$ cat src/hdl/sact_pkg.sv
// Shared types and constants of the set-associative cache tag and replacement block.
// Used by the controller, datapath and top module of the block; depends on nothing.
package sact_pkg;

	localparam int SACT_TOTAL_LINES = 64;
	localparam int ADDR_W           = 32;
	localparam int TAG_W            = 32;
	localparam int CFG_IDX_W        = 2;
	localparam int CFG_DATA_W       = 4;

	// Configuration register indexes
	localparam logic [CFG_IDX_W-1:0] CFG_ORG_MODE   = 2'd0;
	localparam logic [CFG_IDX_W-1:0] CFG_POLICY     = 2'd1;
	localparam logic [CFG_IDX_W-1:0] CFG_BLOCK_LOG2 = 2'd2;
	localparam logic [CFG_IDX_W-1:0] CFG_LINES_LOG2 = 2'd3;

	// Organisation and policy codes
	localparam logic [1:0] MODE_DIRECT   = 2'd0;
	localparam logic [1:0] MODE_FOUR_WAY = 2'd1;
	localparam logic       POLICY_LRU    = 1'b1;

	typedef enum logic [3:0] {
		ST_CLEAR,
		ST_IDLE,
		ST_SCAN_RD,
		ST_SCAN_CHK,
		ST_VICT_RD,
		ST_VICT_CHK,
		ST_ROT_TEST,
		ST_ROT_RD,
		ST_ROT_CHK,
		ST_ROT_END,
		ST_DONE
	} sact_state_t;

	typedef struct packed {
		logic clr_wr;
		logic accept;
		logic scan_step;
		logic fill;
		logic hit;
		logic vict_rd;
		logic vict_ld;
		logic rot_rd;
		logic rot_shift;
		logic rot_end;
		logic load_out;
	} sact_cmd_t;

	typedef struct packed {
		logic clr_last;
		logic way_valid;
		logic way_match;
		logic last_way;
		logic rot_go;
		logic rot_go_next;
	} sact_status_t;

endpackage

$ cat src/hdl/sact_in_if.sv
// Input channel of the cache tag block: one byte address per word.
// Depends on nothing.
interface sact_in_if;
	logic        valid;
	logic        ready;
	logic [31:0] access_address;

	modport source (output valid, output access_address, input ready);
	modport sink (input valid, input access_address, output ready);
endinterface

$ cat src/hdl/sact_out_if.sv
// Output channel of the cache tag block: hit, miss, eviction and victim tag per word.
// Depends on nothing.
interface sact_out_if;
	logic        valid;
	logic        ready;
	logic        hit;
	logic        miss;
	logic        evicted;
	logic [31:0] victim_tag;

	modport source (output valid, output hit, output miss, output evicted,
		output victim_tag, input ready);
	modport sink (input valid, input hit, input miss, input evicted,
		input victim_tag, output ready);
endinterface

$ cat src/hdl/sact_ram.sv
// Generic simple dual-port RAM: one write port, one read port with registered data.
// Depends on nothing.
module sact_ram #(
	parameter int WIDTH = 32,
	parameter int DEPTH = 64
) (
	input  logic                                       clk,
	input  logic                                       we,
	input  logic [(DEPTH > 1 ? $clog2(DEPTH) : 1)-1:0] waddr,
	input  logic [WIDTH-1:0]                           wdata,
	input  logic [(DEPTH > 1 ? $clog2(DEPTH) : 1)-1:0] raddr,
	output logic [WIDTH-1:0]                           rdata
);
	logic [WIDTH-1:0] mem [DEPTH];

	// Write port
	always_ff @(posedge clk) begin
		if (we) begin
			mem[waddr] <= wdata;
		end
	end

	// Registered read port
	always_ff @(posedge clk) begin
		rdata <= mem[raddr];
	end
endmodule

$ cat src/hdl/sact_dpath.sv
// Datapath of the cache tag block: configuration, address split, tag, valid and
// FIFO pointer memories, scan and rotation counters, result registers.
// Depends on sact_pkg and sact_ram.
module sact_dpath import sact_pkg::*; #(
	parameter int TOTAL_LINES = SACT_TOTAL_LINES
) (
	input  logic                  clk,
	input  logic                  arst_n,
	input  logic                  cfg_we,
	input  logic [CFG_IDX_W-1:0]  cfg_index,
	input  logic [CFG_DATA_W-1:0] cfg_data,
	input  logic [ADDR_W-1:0]     access_address,
	input  sact_cmd_t             cmd,
	output sact_status_t          status,
	output logic                  hit,
	output logic                  miss,
	output logic                  evicted,
	output logic [TAG_W-1:0]      victim_tag
);
	localparam int AW         = (TOTAL_LINES > 1) ? $clog2(TOTAL_LINES) : 1;
	localparam int LINES_LOG2 = $clog2(TOTAL_LINES + 1) - 1;
	localparam logic [2:0] LLOG_MAX = (LINES_LOG2 > 7) ? 3'd7 : 3'(LINES_LOG2);
	localparam logic [AW-1:0] LAST_LINE = AW'(TOTAL_LINES - 1);
	localparam logic [AW-1:0] ONE = AW'(1);

	logic [1:0] mode_q;
	logic       policy_q;
	logic [3:0] bbl_q;
	logic [2:0] cll_q;

	logic [3:0]        blog;
	logic [2:0]        lraw, llog, wlog, slog;
	logic [ADDR_W-1:0] block, set_full, base_full, wmask_full, tag_d;

	logic [TAG_W-1:0] tag_q;
	logic [AW-1:0]    set_q, base_q, wmask_q, i_q, k_q, clr_cnt_q;
	logic             lru_q;
	logic             hit_q, miss_q, evicted_q;
	logic [TAG_W-1:0] vtag_q;

	logic [AW-1:0]    victim, rd_addr, tag_waddr, valid_waddr, fifo_waddr, fifo_wdata;
	logic [AW-1:0]    fifo_rdata;
	logic [TAG_W-1:0] tag_rdata, tag_wdata;
	logic             valid_rdata, tag_we, valid_we, fifo_we;

	// Configuration registers
	always_ff @(posedge clk or negedge arst_n) begin
		if (!arst_n) begin
			mode_q   <= MODE_DIRECT;
			policy_q <= 1'b0;
			bbl_q    <= 4'd4;
			cll_q    <= 3'd6;
		end else if (cfg_we) begin
			case (cfg_index)
				CFG_ORG_MODE:   mode_q   <= cfg_data[1:0];
				CFG_POLICY:     policy_q <= cfg_data[0];
				CFG_BLOCK_LOG2: bbl_q    <= cfg_data[3:0];
				CFG_LINES_LOG2: cll_q    <= cfg_data[2:0];
				default: ;
			endcase
		end
	end

	// Split the address by the clamped geometry
	always_comb begin
		blog = (bbl_q > 4'd12) ? 4'd12 : bbl_q;
		lraw = (cll_q < 3'd2) ? 3'd2 : cll_q;
		llog = (lraw > LLOG_MAX) ? LLOG_MAX : lraw;
		case (mode_q)
			MODE_DIRECT:   wlog = 3'd0;
			MODE_FOUR_WAY: wlog = 3'd2;
			default:       wlog = llog;
		endcase
		slog       = llog - wlog;
		block      = access_address >> blog;
		set_full   = block & ((32'd1 << slog) - 32'd1);
		tag_d      = block >> slog;
		base_full  = set_full << wlog;
		wmask_full = (32'd1 << wlog) - 32'd1;
	end

	// Memory port steering
	always_comb begin
		victim = lru_q ? '0 : (fifo_rdata & wmask_q);
		if (cmd.vict_rd) begin
			rd_addr = base_q + victim;
		end else if (cmd.rot_rd) begin
			rd_addr = base_q + k_q + ONE;
		end else begin
			rd_addr = base_q + i_q;
		end
		tag_we      = cmd.fill | cmd.vict_ld | cmd.rot_shift | cmd.rot_end;
		tag_waddr   = cmd.fill ? (base_q + i_q) : (base_q + k_q);
		tag_wdata   = cmd.rot_shift ? tag_rdata : tag_q;
		valid_we    = cmd.clr_wr | cmd.fill;
		valid_waddr = cmd.clr_wr ? clr_cnt_q : (base_q + i_q);
		fifo_we     = cmd.clr_wr | (cmd.vict_rd & ~lru_q);
		fifo_waddr  = cmd.clr_wr ? clr_cnt_q : set_q;
		fifo_wdata  = cmd.clr_wr ? '0 : ((victim + ONE) & wmask_q);
	end

	sact_ram #(.WIDTH(TAG_W), .DEPTH(TOTAL_LINES)) u_tag_ram (
		.clk(clk), .we(tag_we), .waddr(tag_waddr), .wdata(tag_wdata),
		.raddr(rd_addr), .rdata(tag_rdata)
	);

	sact_ram #(.WIDTH(1), .DEPTH(TOTAL_LINES)) u_valid_ram (
		.clk(clk), .we(valid_we), .waddr(valid_waddr), .wdata(~cmd.clr_wr),
		.raddr(rd_addr), .rdata(valid_rdata)
	);

	sact_ram #(.WIDTH(AW), .DEPTH(TOTAL_LINES)) u_fifo_ram (
		.clk(clk), .we(fifo_we), .waddr(fifo_waddr), .wdata(fifo_wdata),
		.raddr(set_q), .rdata(fifo_rdata)
	);

	// Clearing pass counter
	always_ff @(posedge clk or negedge arst_n) begin
		if (!arst_n) begin
			clr_cnt_q <= '0;
		end else if (cmd.clr_wr) begin
			clr_cnt_q <= clr_cnt_q + ONE;
		end
	end

	// Working registers of the current word
	always_ff @(posedge clk) begin
		if (cmd.accept) begin
			tag_q     <= tag_d;
			set_q     <= set_full[AW-1:0];
			base_q    <= base_full[AW-1:0];
			wmask_q   <= wmask_full[AW-1:0];
			lru_q     <= (policy_q == POLICY_LRU);
			i_q       <= '0;
			k_q       <= '0;
			hit_q     <= 1'b0;
			miss_q    <= 1'b0;
			evicted_q <= 1'b0;
			vtag_q    <= '0;
		end
		if (cmd.scan_step) begin
			i_q <= i_q + ONE;
		end
		if (cmd.fill) begin
			k_q    <= i_q;
			miss_q <= 1'b1;
		end
		if (cmd.hit) begin
			k_q   <= i_q;
			hit_q <= 1'b1;
		end
		if (cmd.vict_rd) begin
			k_q <= victim;
		end
		if (cmd.vict_ld) begin
			vtag_q    <= tag_rdata;
			evicted_q <= 1'b1;
			miss_q    <= 1'b1;
		end
		if (cmd.rot_shift) begin
			k_q <= k_q + ONE;
		end
	end

	// Output register, held while the word waits
	always_ff @(posedge clk) begin
		if (cmd.load_out) begin
			hit        <= hit_q;
			miss       <= miss_q;
			evicted    <= evicted_q;
			victim_tag <= vtag_q;
		end
	end

	// Status to the controller
	always_comb begin
		status.clr_last    = (clr_cnt_q == LAST_LINE);
		status.way_valid   = valid_rdata;
		status.way_match   = (tag_rdata == tag_q);
		status.last_way    = (i_q == wmask_q);
		status.rot_go      = lru_q && (k_q != wmask_q);
		status.rot_go_next = ((k_q + ONE) != wmask_q);
	end
endmodule

$ cat src/hdl/sact_ctrl.sv
// Controller of the cache tag block: clearing pass, way scan, replacement,
// LRU rotation and result handoff. Depends on sact_pkg.
module sact_ctrl import sact_pkg::*; (
	input  logic         clk,
	input  logic         arst_n,
	input  logic         in_valid,
	output logic         in_ready,
	output logic         out_valid,
	input  logic         out_ready,
	input  sact_status_t status,
	output sact_cmd_t    cmd
);
	sact_state_t state_q, state_d;
	logic        out_valid_q;

	// State and output valid registers
	always_ff @(posedge clk or negedge arst_n) begin
		if (!arst_n) begin
			state_q     <= ST_CLEAR;
			out_valid_q <= 1'b0;
		end else begin
			state_q <= state_d;
			if (cmd.load_out) begin
				out_valid_q <= 1'b1;
			end else if (out_ready) begin
				out_valid_q <= 1'b0;
			end
		end
	end

	assign out_valid = out_valid_q;

	// Next state and commands
	always_comb begin
		state_d  = state_q;
		cmd      = '0;
		in_ready = 1'b0;
		case (state_q)
			ST_CLEAR: begin
				cmd.clr_wr = 1'b1;
				if (status.clr_last) begin
					state_d = ST_IDLE;
				end
			end
			ST_IDLE: begin
				in_ready = 1'b1;
				if (in_valid) begin
					cmd.accept = 1'b1;
					state_d    = ST_SCAN_RD;
				end
			end
			ST_SCAN_RD: begin
				state_d = ST_SCAN_CHK;
			end
			ST_SCAN_CHK: begin
				if (!status.way_valid) begin
					cmd.fill = 1'b1;
					state_d  = ST_ROT_TEST;
				end else if (status.way_match) begin
					cmd.hit = 1'b1;
					state_d = ST_ROT_TEST;
				end else if (status.last_way) begin
					state_d = ST_VICT_RD;
				end else begin
					cmd.scan_step = 1'b1;
					state_d       = ST_SCAN_RD;
				end
			end
			ST_VICT_RD: begin
				cmd.vict_rd = 1'b1;
				state_d     = ST_VICT_CHK;
			end
			ST_VICT_CHK: begin
				cmd.vict_ld = 1'b1;
				state_d     = ST_ROT_TEST;
			end
			ST_ROT_TEST: begin
				state_d = status.rot_go ? ST_ROT_RD : ST_DONE;
			end
			ST_ROT_RD: begin
				cmd.rot_rd = 1'b1;
				state_d    = ST_ROT_CHK;
			end
			ST_ROT_CHK: begin
				if (status.way_valid) begin
					cmd.rot_shift = 1'b1;
					state_d       = status.rot_go_next ? ST_ROT_RD : ST_ROT_END;
				end else begin
					state_d = ST_ROT_END;
				end
			end
			ST_ROT_END: begin
				cmd.rot_end = 1'b1;
				state_d     = ST_DONE;
			end
			ST_DONE: begin
				if (!out_valid_q || out_ready) begin
					cmd.load_out = 1'b1;
					state_d      = ST_IDLE;
				end
			end
			default: begin
				state_d = ST_IDLE;
			end
		endcase
	end
endmodule

$ cat src/hdl/set_assoc_cache_tag_replace.sv
// Tag and replacement engine of a set-associative cache: each address word returns one
// result word with hit, miss, eviction flag and victim tag. After reset a clearing pass
// over all TOTAL_LINES lines empties the valid bits and FIFO pointers before the first
// word is taken; configuration writes are taken at any time. A word of a set with W ways
// is accepted, then each way scanned is read and checked (tag and valid memories have a
// registered read), a replacement reads and loads the victim, rotation is tested, under
// LRU each line shifted is read and checked, a rotation probe may also find an empty way,
// the touched tag is placed, and the result is handed to the output register once that
// register is free. The next word is taken while the last result still waits to be read.
// Depends on sact_pkg, sact_in_if, sact_out_if, sact_ctrl and sact_dpath.
module set_assoc_cache_tag_replace import sact_pkg::*; #(
	parameter int TOTAL_LINES = SACT_TOTAL_LINES
) (
	input  logic                  clk,
	input  logic                  arst_n,
	input  logic                  cfg_we,
	input  logic [CFG_IDX_W-1:0]  cfg_index,
	input  logic [CFG_DATA_W-1:0] cfg_data,
	sact_in_if.sink               access,
	sact_out_if.source            result
);
	sact_cmd_t    cmd;
	sact_status_t status;

	sact_ctrl u_ctrl (
		.clk(clk), .arst_n(arst_n),
		.in_valid(access.valid), .in_ready(access.ready),
		.out_valid(result.valid), .out_ready(result.ready),
		.status(status), .cmd(cmd)
	);

	sact_dpath #(.TOTAL_LINES(TOTAL_LINES)) u_dpath (
		.clk(clk), .arst_n(arst_n),
		.cfg_we(cfg_we), .cfg_index(cfg_index), .cfg_data(cfg_data),
		.access_address(access.access_address),
		.cmd(cmd), .status(status),
		.hit(result.hit), .miss(result.miss), .evicted(result.evicted),
		.victim_tag(result.victim_tag)
	);

`ifndef SYNTHESIS
	// One word in flight: no accept right after an accept
	a_one_in_flight: assert property (@(posedge clk) disable iff (!arst_n)
		(access.valid && access.ready) |=> !access.ready)
		else $error("word accepted while previous word in progress");

	// Never overwrite a result that has not been taken
	a_no_overwrite: assert property (@(posedge clk) disable iff (!arst_n)
		cmd.load_out |-> (!result.valid || result.ready))
		else $error("result overwritten before it was taken");

	// Exactly one of hit and miss per result
	a_hit_xor_miss: assert property (@(posedge clk) disable iff (!arst_n)
		result.valid |-> (result.hit ^ result.miss))
		else $error("result is neither a single hit nor a single miss");

	// Victim tag is zero without eviction (the datapath sets miss with every eviction)
	a_victim_zero: assert property (@(posedge clk) disable iff (!arst_n)
		(result.valid && !result.evicted) |-> (result.victim_tag == '0))
		else $error("victim tag set without eviction");
`endif
endmodule
$ cat src/flat_wrapper.sv
// flat-port wrapper written by rule: the top's interface ports become plain ports
module set_assoc_cache_tag_replace_flat import sact_pkg::*;
#(
	parameter int TOTAL_LINES = SACT_TOTAL_LINES
)
  (clk, arst_n, cfg_we, cfg_index, cfg_data, access_valid, access_access_address, access_ready, result_valid, result_hit, result_miss, result_evicted, result_victim_tag, result_ready);
  sact_in_if access_i ();
  sact_out_if result_i ();
  input  logic clk;
  input  logic arst_n;
  input  logic cfg_we;
  input  logic [CFG_IDX_W-1:0] cfg_index;
  input  logic [CFG_DATA_W-1:0] cfg_data;
  input wire logic [$bits(access_i.valid)-1:0] access_valid;
  input wire logic [$bits(access_i.access_address)-1:0] access_access_address;
  output wire logic [$bits(access_i.ready)-1:0] access_ready;
  output wire logic [$bits(result_i.valid)-1:0] result_valid;
  output wire logic [$bits(result_i.hit)-1:0] result_hit;
  output wire logic [$bits(result_i.miss)-1:0] result_miss;
  output wire logic [$bits(result_i.evicted)-1:0] result_evicted;
  output wire logic [$bits(result_i.victim_tag)-1:0] result_victim_tag;
  input wire logic [$bits(result_i.ready)-1:0] result_ready;
  assign access_i.valid = access_valid;
  assign access_i.access_address = access_access_address;
  assign access_ready = access_i.ready;
  assign result_valid = result_i.valid;
  assign result_hit = result_i.hit;
  assign result_miss = result_i.miss;
  assign result_evicted = result_i.evicted;
  assign result_victim_tag = result_i.victim_tag;
  assign result_i.ready = result_ready;
  set_assoc_cache_tag_replace #(.TOTAL_LINES(TOTAL_LINES)) u_core (.clk(clk), .arst_n(arst_n), .cfg_we(cfg_we), .cfg_index(cfg_index), .cfg_data(cfg_data), .access(access_i), .result(result_i));
endmodule
$ cat config.mk
export PLATFORM = sky130hd
export DESIGN_NAME = set_assoc_cache_tag_replace_flat
export DESIGN_NICKNAME = d
export VERILOG_FILES = /design/src/hdl/sact_pkg.sv /design/src/hdl/sact_in_if.sv /design/src/hdl/sact_out_if.sv /design/src/hdl/sact_ram.sv /design/src/hdl/sact_dpath.sv /design/src/hdl/sact_ctrl.sv /design/src/hdl/set_assoc_cache_tag_replace.sv /design/src/flat_wrapper.sv
export SDC_FILE = /design/constraint.sdc
export NUM_CORES = 2
export LEC_CHECK = 0
export BUFFER_PORTS_ARGS = -buffer_cell sky130_fd_sc_hd__buf_2
export CAP_MARGIN = 40
export CORE_MARGIN = 2
export CORE_UTILIZATION = 30
export DETAILED_ROUTE_END_ITERATION = 6
export SYNTH_ARGS = -nofsm -noshare
export SYNTH_HDL_FRONTEND = slang
export SYNTH_SLANG_ARGS = --single-unit
$ cat constraint.sdc
create_clock -name clk -period 3.9 [get_ports clk]
set_input_delay 0.78 -clock clk [delete_from_list [all_inputs] [get_ports clk]]
set_output_delay 0.78 -clock clk [all_outputs]
set_load 0.03 [all_outputs]
# Word level (Yosys, flattened, before mapping)
# Memories as Yosys holds them, arrays and structs flattened. A register that Yosys moved wholly into a read port is not among the register bits.
# Index checks and enable logic that the tools add are counted.
# word_totals
reg_bits	154
latchBits	0
ramBits	2496
mem_bits_ro	0
inputBits	43
elab_cells	150
mem_count	3
# classes
add_sub_neg	11
n_mul	0
div	0
magnitude_cmp	3
n_eq_ne	22
n_shift	5
muxes	57
bitwise_logic	11
n_reduce_logical	16
# memory_table
name	words	word_bits	rd	rd_ports_with_merged_regs	write_ports	line	rtl
u_core.u_dpath.u_tag_ram.mem	64	32	1	1	1	sact_ram.sv:14	logic [WIDTH-1:0] mem [DEPTH];
u_core.u_dpath.u_fifo_ram.mem	64	6	1	1	1	sact_ram.sv:14	
u_core.u_dpath.u_valid_ram.mem	64	1	1	1	1	sact_ram.sv:14	
# op_table
operator	n
$mux W32	3
$mux W6	13
$pmux W4 S11	1
$mux W4	9
$and A32 B32 Y32	1
$eq A32 B32 Y1	1
$shl A1 B3 Y32 const A	1
$shl A32 B3 Y6	1
$shr A32 B3 Y32	1
$shr A32 B4 Y32	1
$sub A32 B1 Y32 const B	1
$add A6 B1 Y6 const B	5
$mux W1	26
$add A6 B6 Y6	3
$eq A4 B3 Y1 const B	4
$and A6 B6 Y6	2
$eq A4 B4 Y1 const B	3
$mux W3	4
$ne A6 B6 Y1	2
$eq A4 B2 Y1 const B	2
$reduce_and A2 Y1	4
$eq A6 B6 Y1	1
$eq A6 B6 Y1 const B	1
$pmux W3 S2	1
other kinds (23)	34

# Logic depth before layout (Yosys ltp)
# depth
ltp_word	10
ltp_mapped	18

# Hierarchy
# From an unflattened synthesis, not the netlist that was laid out.
# unflattened
hier_cells	5401
area_unflattened_um2	108076.2
# modules_own_cells
module	n_inst	cells_per_inst	area_each_um2	seq_area_each_um2
sact_ram (u_core.u_dpath.u_tag_ram)	1	3324	78515.3	62139.6
sact_ram (u_core.u_dpath.u_fifo_ram)	1	720	15225.9	11651.2
sact_dpath	1	1099	10965.5	4367.9
sact_ram (u_core.u_dpath.u_valid_ram)	1	204	2914.0	1941.9
sact_ctrl	1	54	455.4	125.1

# Worst setup path before layout
# No wires, ideal clock.
# synth_path
kind	reg-to-reg
from	register u_core.u_ctrl.state_q[2]
to	memory u_core.u_dpath.u_fifo_ram.mem[0][2] in the netlist's numbering (data pin)
arrival_time_ns	3.666
t_required_ns	3.532
slack_ns	-0.134
path_stages_with_launch	8
cell_sequence	dfrtp_1 clkbuf_1 nor4_1 inv_1 clkbuf_1 clkbuf_1 clkbuf_1 and3_1
# synth_between
elab_chain_len	3
# synth_lines
item	line	rtl
from (decl)	sact_ctrl.sv:13	sact_state_t state_q, state_d;
from (signal assigned)	sact_ctrl.sv:22	state_q <= state_d;
$logic_not A4 Y1	sact_ctrl.sv:38	case (state_q)
$mux W1	sact_ctrl.sv:38	
$mux W6	sact_dpath.sv:99	fifo_wdata = cmd.clr_wr ? '0 : ((victim + ONE) & wmask_q);
net u_core.u_dpath.fifo_wdata[2]	sact_dpath.sv:41	logic [AW-1:0] victim, rd_addr, tag_waddr, valid_waddr, fifo_waddr, fifo_wdata;
to (decl)	sact_ram.sv:14	
# The timed path passes the listed nets, and every way through them passes these cells.

# Worst setup path after layout
# layout_path
from	register u_core.u_dpath.base_q[0]
to	register u_core.u_dpath.u_tag_ram.rdata[25] (read register of u_core.u_dpath.u_tag_ram.mem)
# layout_between
elab_chain_len	4
word_cells_on_any_way	6
# layout_lines
item	line	rtl
from (decl)	sact_dpath.sv:36	logic [AW-1:0] set_q, base_q, wmask_q, i_q, k_q, clr_cnt_q;
from (signal assigned)	sact_dpath.sv:131	base_q <= base_full[AW-1:0];
$add A6 B6 Y6	sact_dpath.sv:88	rd_addr = base_q + k_q + ONE;
$add A6 B1 Y6	sact_dpath.sv:88	
$mux W6	sact_dpath.sv:87	end else if (cmd.rot_rd) begin
$mux W6 (*)	sact_dpath.sv:85	if (cmd.vict_rd) begin
to (decl)	sact_ram.sv:12	output logic [WIDTH-1:0] rdata
# Every way passes the cells marked *; elsewhere a longest branch is shown, timed or not.
# A chain may end at the register's enable or synchronous reset.

==> summary.txt <==
die area - 373800 µm²
Worst Setup SP - u_core.u_dpath.base_q[0]$_SDFFCE_PP0P_
GRT Total Usage - 16.96%
crit path DAT - 4790 ps
Netlist Area Pre-Place - 110700 µm²
die span in y - 611.4 µm
Seq/Total Area, Yosys - 72.48%
outcome - finished with violations
#FFs+latches synth - 2689
Layout Skew - 101.4 ps
final worst-path cycle share - 103.5%
number of buffers created by CTS - 285
DRC viols - 0
worst skew pair latency - 900 ps
total wire length - 331700 µm
final setup fails - 18
RSZ-0062 raised after global routing - true
Cells after Synth - 7297
Layout area overhead - 22.34%
CP Class - reg -> reg
Final WS setup - -135.4 ps
GPL Wtd Cong - 0.8804
die extent in x - 611.4 µm
CP max FO - 8
worst reg2reg setup slack - -140 ps
vias per inst - 5.315
post-route ant nets - 0
DR WL/cell - 25.46 µm
CP startpoint kind - register
Rel. slew slack - 36.64%
Max Clk Rate - 247.8 MHz
Yosys cell types - 74
Worst Max-Slew Pin Slew - 947.0 ps
Final nets - 8035
worst path bufs/invs - 3
slowest cell on the critical path - or3_4
Port Buffer Count - 79
CTS tree - done
DR vias - 69240
violated checks - negative setup slack
Overflow after GRT - 0
min-delay src - cfg_data[3]
H-Tree Depth - 5
critical path's top delay family - simple AND/OR/NAND/NOR gates
Yosys Warn Count - 0
largest net degree at the start of global routing - 80
initial antenna violation count - 20
vias in the first global route - 67260
setup slack at placement - -619.3 ps
Max clock buf depth - 4
# clock sinks - 2689
Syn Area/Cell - 15.17 µm²
DRT iter0 DRCs - 9172
min cycle time layout - 4035 ps
Hold Violations, Final - 0
design area - 135400 µm²
clk slew on worst S/H paths - 60 ps
CP cell instances - ha_2 > fa_1 > ha_1 > nor4bb_2 > o21a_1 > or3_4 > bufbuf_16 > buf_4 > nand2_1 > and3_1 > a311oi_1 > a311oi_1 > nor3_1 > buf_4 > or3_1
Root Buffer - clkbuf_16
share of layout cells above drive strength 1 - 22.65%
Core Util, Final - 36.79%
Final Max Tran Viols - 0
worst hold path type - in -> reg
row count - 223
I/O pin cnt - 80
Initial Util - 30.07%
Post-synth EDFFs - 2626
Mapped Nets - 7366
Max-cap violations - 0
Post-synth ARST share - 0.7810%
Synth Flop Type - edfxtp_1
CP required - 4650 ps
Placement Cell Area - 122900 µm²
RR Startpoint - u_core.u_dpath.base_q[0]$_SDFFCE_PP0P_
global-route wire length before repair - 470100 µm
core region area - 368000 µm²
DP Wirelength - 200300 µm
Critical Path Max Stage Delay - 550 ps
critical path capture point type - register
DR pass1 iterations - 6
[cell usage after synthesis (8+ instances only)]
cell type	instances	area share (%)
o311ai_0	16	0.13
a211oi_1	16	0.11
nor2_1	299	1.0
mux2i_1	561	5.1
buf_4	37	0.25
buf_1	49	0.17
nand2_1	1232	4.2
nand2b_1	16	0.090
clkbuf_1	165	0.56
buf_2	234	1.1
a311o_1	10	0.090
mux2_2	55	0.56
xor2_1	25	0.20
inv_1	15	0.051
mux4_2	202	4.1
a31oi_1	204	1.2
o311ai_1	16	0.13
a311oi_1	244	1.9
nor2b_1	11	0.062
nand3b_1	8	0.054
xnor2_1	62	0.49
edfxtp_1	2626	71
o21a_1	10	0.068
o32ai_1	11	0.087
buf_6	12	0.12
nand3_1	555	2.5
dfxtp_1	42	0.76
o21ai_0	59	0.27
nand4_1	15	0.085
a21oi_1	35	0.16
dfrtp_1	18	0.41
and3_1	244	1.4
or3_1	25	0.14
ha_1	22	0.25
o22ai_1	14	0.079
nor3_1	25	0.11
o221ai_1	17	0.13
[path summary, 6_finish.rpt]
kind | endpoint | cells after the start
max | u_core.u_dpath.u_tag_ram.rdata[25]$_DFF_P_ | 15
min | u_core.u_dpath.bbl_q[3]$_DFFE_PN0P_ | 2
max reg2reg | u_core.u_dpath.u_tag_ram.rdata[25]$_DFF_P_ | 15
min reg2reg | u_core.u_dpath.victim_tag[10]$_DFFE_PP_ | 0
max in group asynchronous | u_core.u_dpath.bbl_q[3]$_DFFE_PN0P_ | 2
min in group asynchronous | u_core.u_dpath.clr_cnt_q[5]$_DFFE_PN0P_ | 2
[kinds of logic after synthesis]
family,share of synthesized area (%)
adder cells (fa/ha/maj),0.3210
AO/OA/AOI/OAI,4.749
multiplexers,9.743
buffers and inverters,2.215
flip-flops,72.48
XOR/XNOR,0.6884
other,0.006785
AND/OR/NAND/NOR,9.794
[area by class of cell]
type                    count  area (µm²)
multi-input cells        4094       30150
repair buffers            879        9978
diodes                      5       12.51
clock inverters           141        1299
flip-flops and latches   2689       80230
inverters                  17       63.81
well taps                4837        6052
fillers                 34040      232600
clock buffers             366        7631
[flip-flops by register name, summed over array words and instances (netlist names), 6 cells and up]
signal and cells:
u_core.u_dpath.u_tag_ram.mem 2048, u_core.u_dpath.u_fifo_ram.mem 384, u_core.u_dpath.u_valid_ram.mem 64, u_core.u_dpath.tag_q 32, u_core.u_dpath.u_tag_ram.rdata 32, u_core.u_dpath.victim_tag 32, u_core.u_dpath.vtag_q 32, u_core.u_dpath.base_q 6
u_core.u_dpath.clr_cnt_q 6, u_core.u_dpath.i_q 6, u_core.u_dpath.k_q 6, u_core.u_dpath.set_q 6, u_core.u_dpath.u_fifo_ram.rdata 6, u_core.u_dpath.wmask_q 6
[metal layers]
metal | up-vias | wire length (µm) | share of wire (%) | global-route usage, %
li1 | 29650 | - | - | -
met1 | 35350 | 135700 | 41 | 23.68
met2 | 3613 | 150600 | 45 | 26.38
met3 | 618 | 33620 | 10 | 3.154
met4 | 10 | 11750 | 3.5 | 5.963
met5 | - | 64 | 0.019 | 0
[placed cells by master, fill, tap and decap left out, drive strengths merged, types with 60 or more instances in the layout]
cell / count
nand2: 1232
edfxtp: 2626
nor2: 301
clkinv: 109
nand3: 555
and3: 244
mux4: 202
xnor2: 62
mux2i: 561
a31oi: 204
clkbuf: 390
o21ai: 60
buf: 842
a311oi: 244
[timing repair]
item,4_1_cts,5_1_grt
resized for setup,144,252
endpoints found under the setup margin,33,33
endpoints found under the hold margin,18,0
buffers inserted,27,47
cloned,16,25
hold buffers,1,0
pin swaps,31,106
[per-stage QoR]
stage                     TNS, ps  instances  hold slack, ps
after floorplan            -68100       7297           400.3
after CTS                  -589.3      12970           121.0
after global routing        -4463      13020           148.3
final                       -1409      13030           174.7
after global placement     -14130      12410           404.0
after detailed placement   -12310      12420           405.9
Power is not shown: default switching activity piles up to over one toggle a cycle in this logic, so the estimate is an artifact.
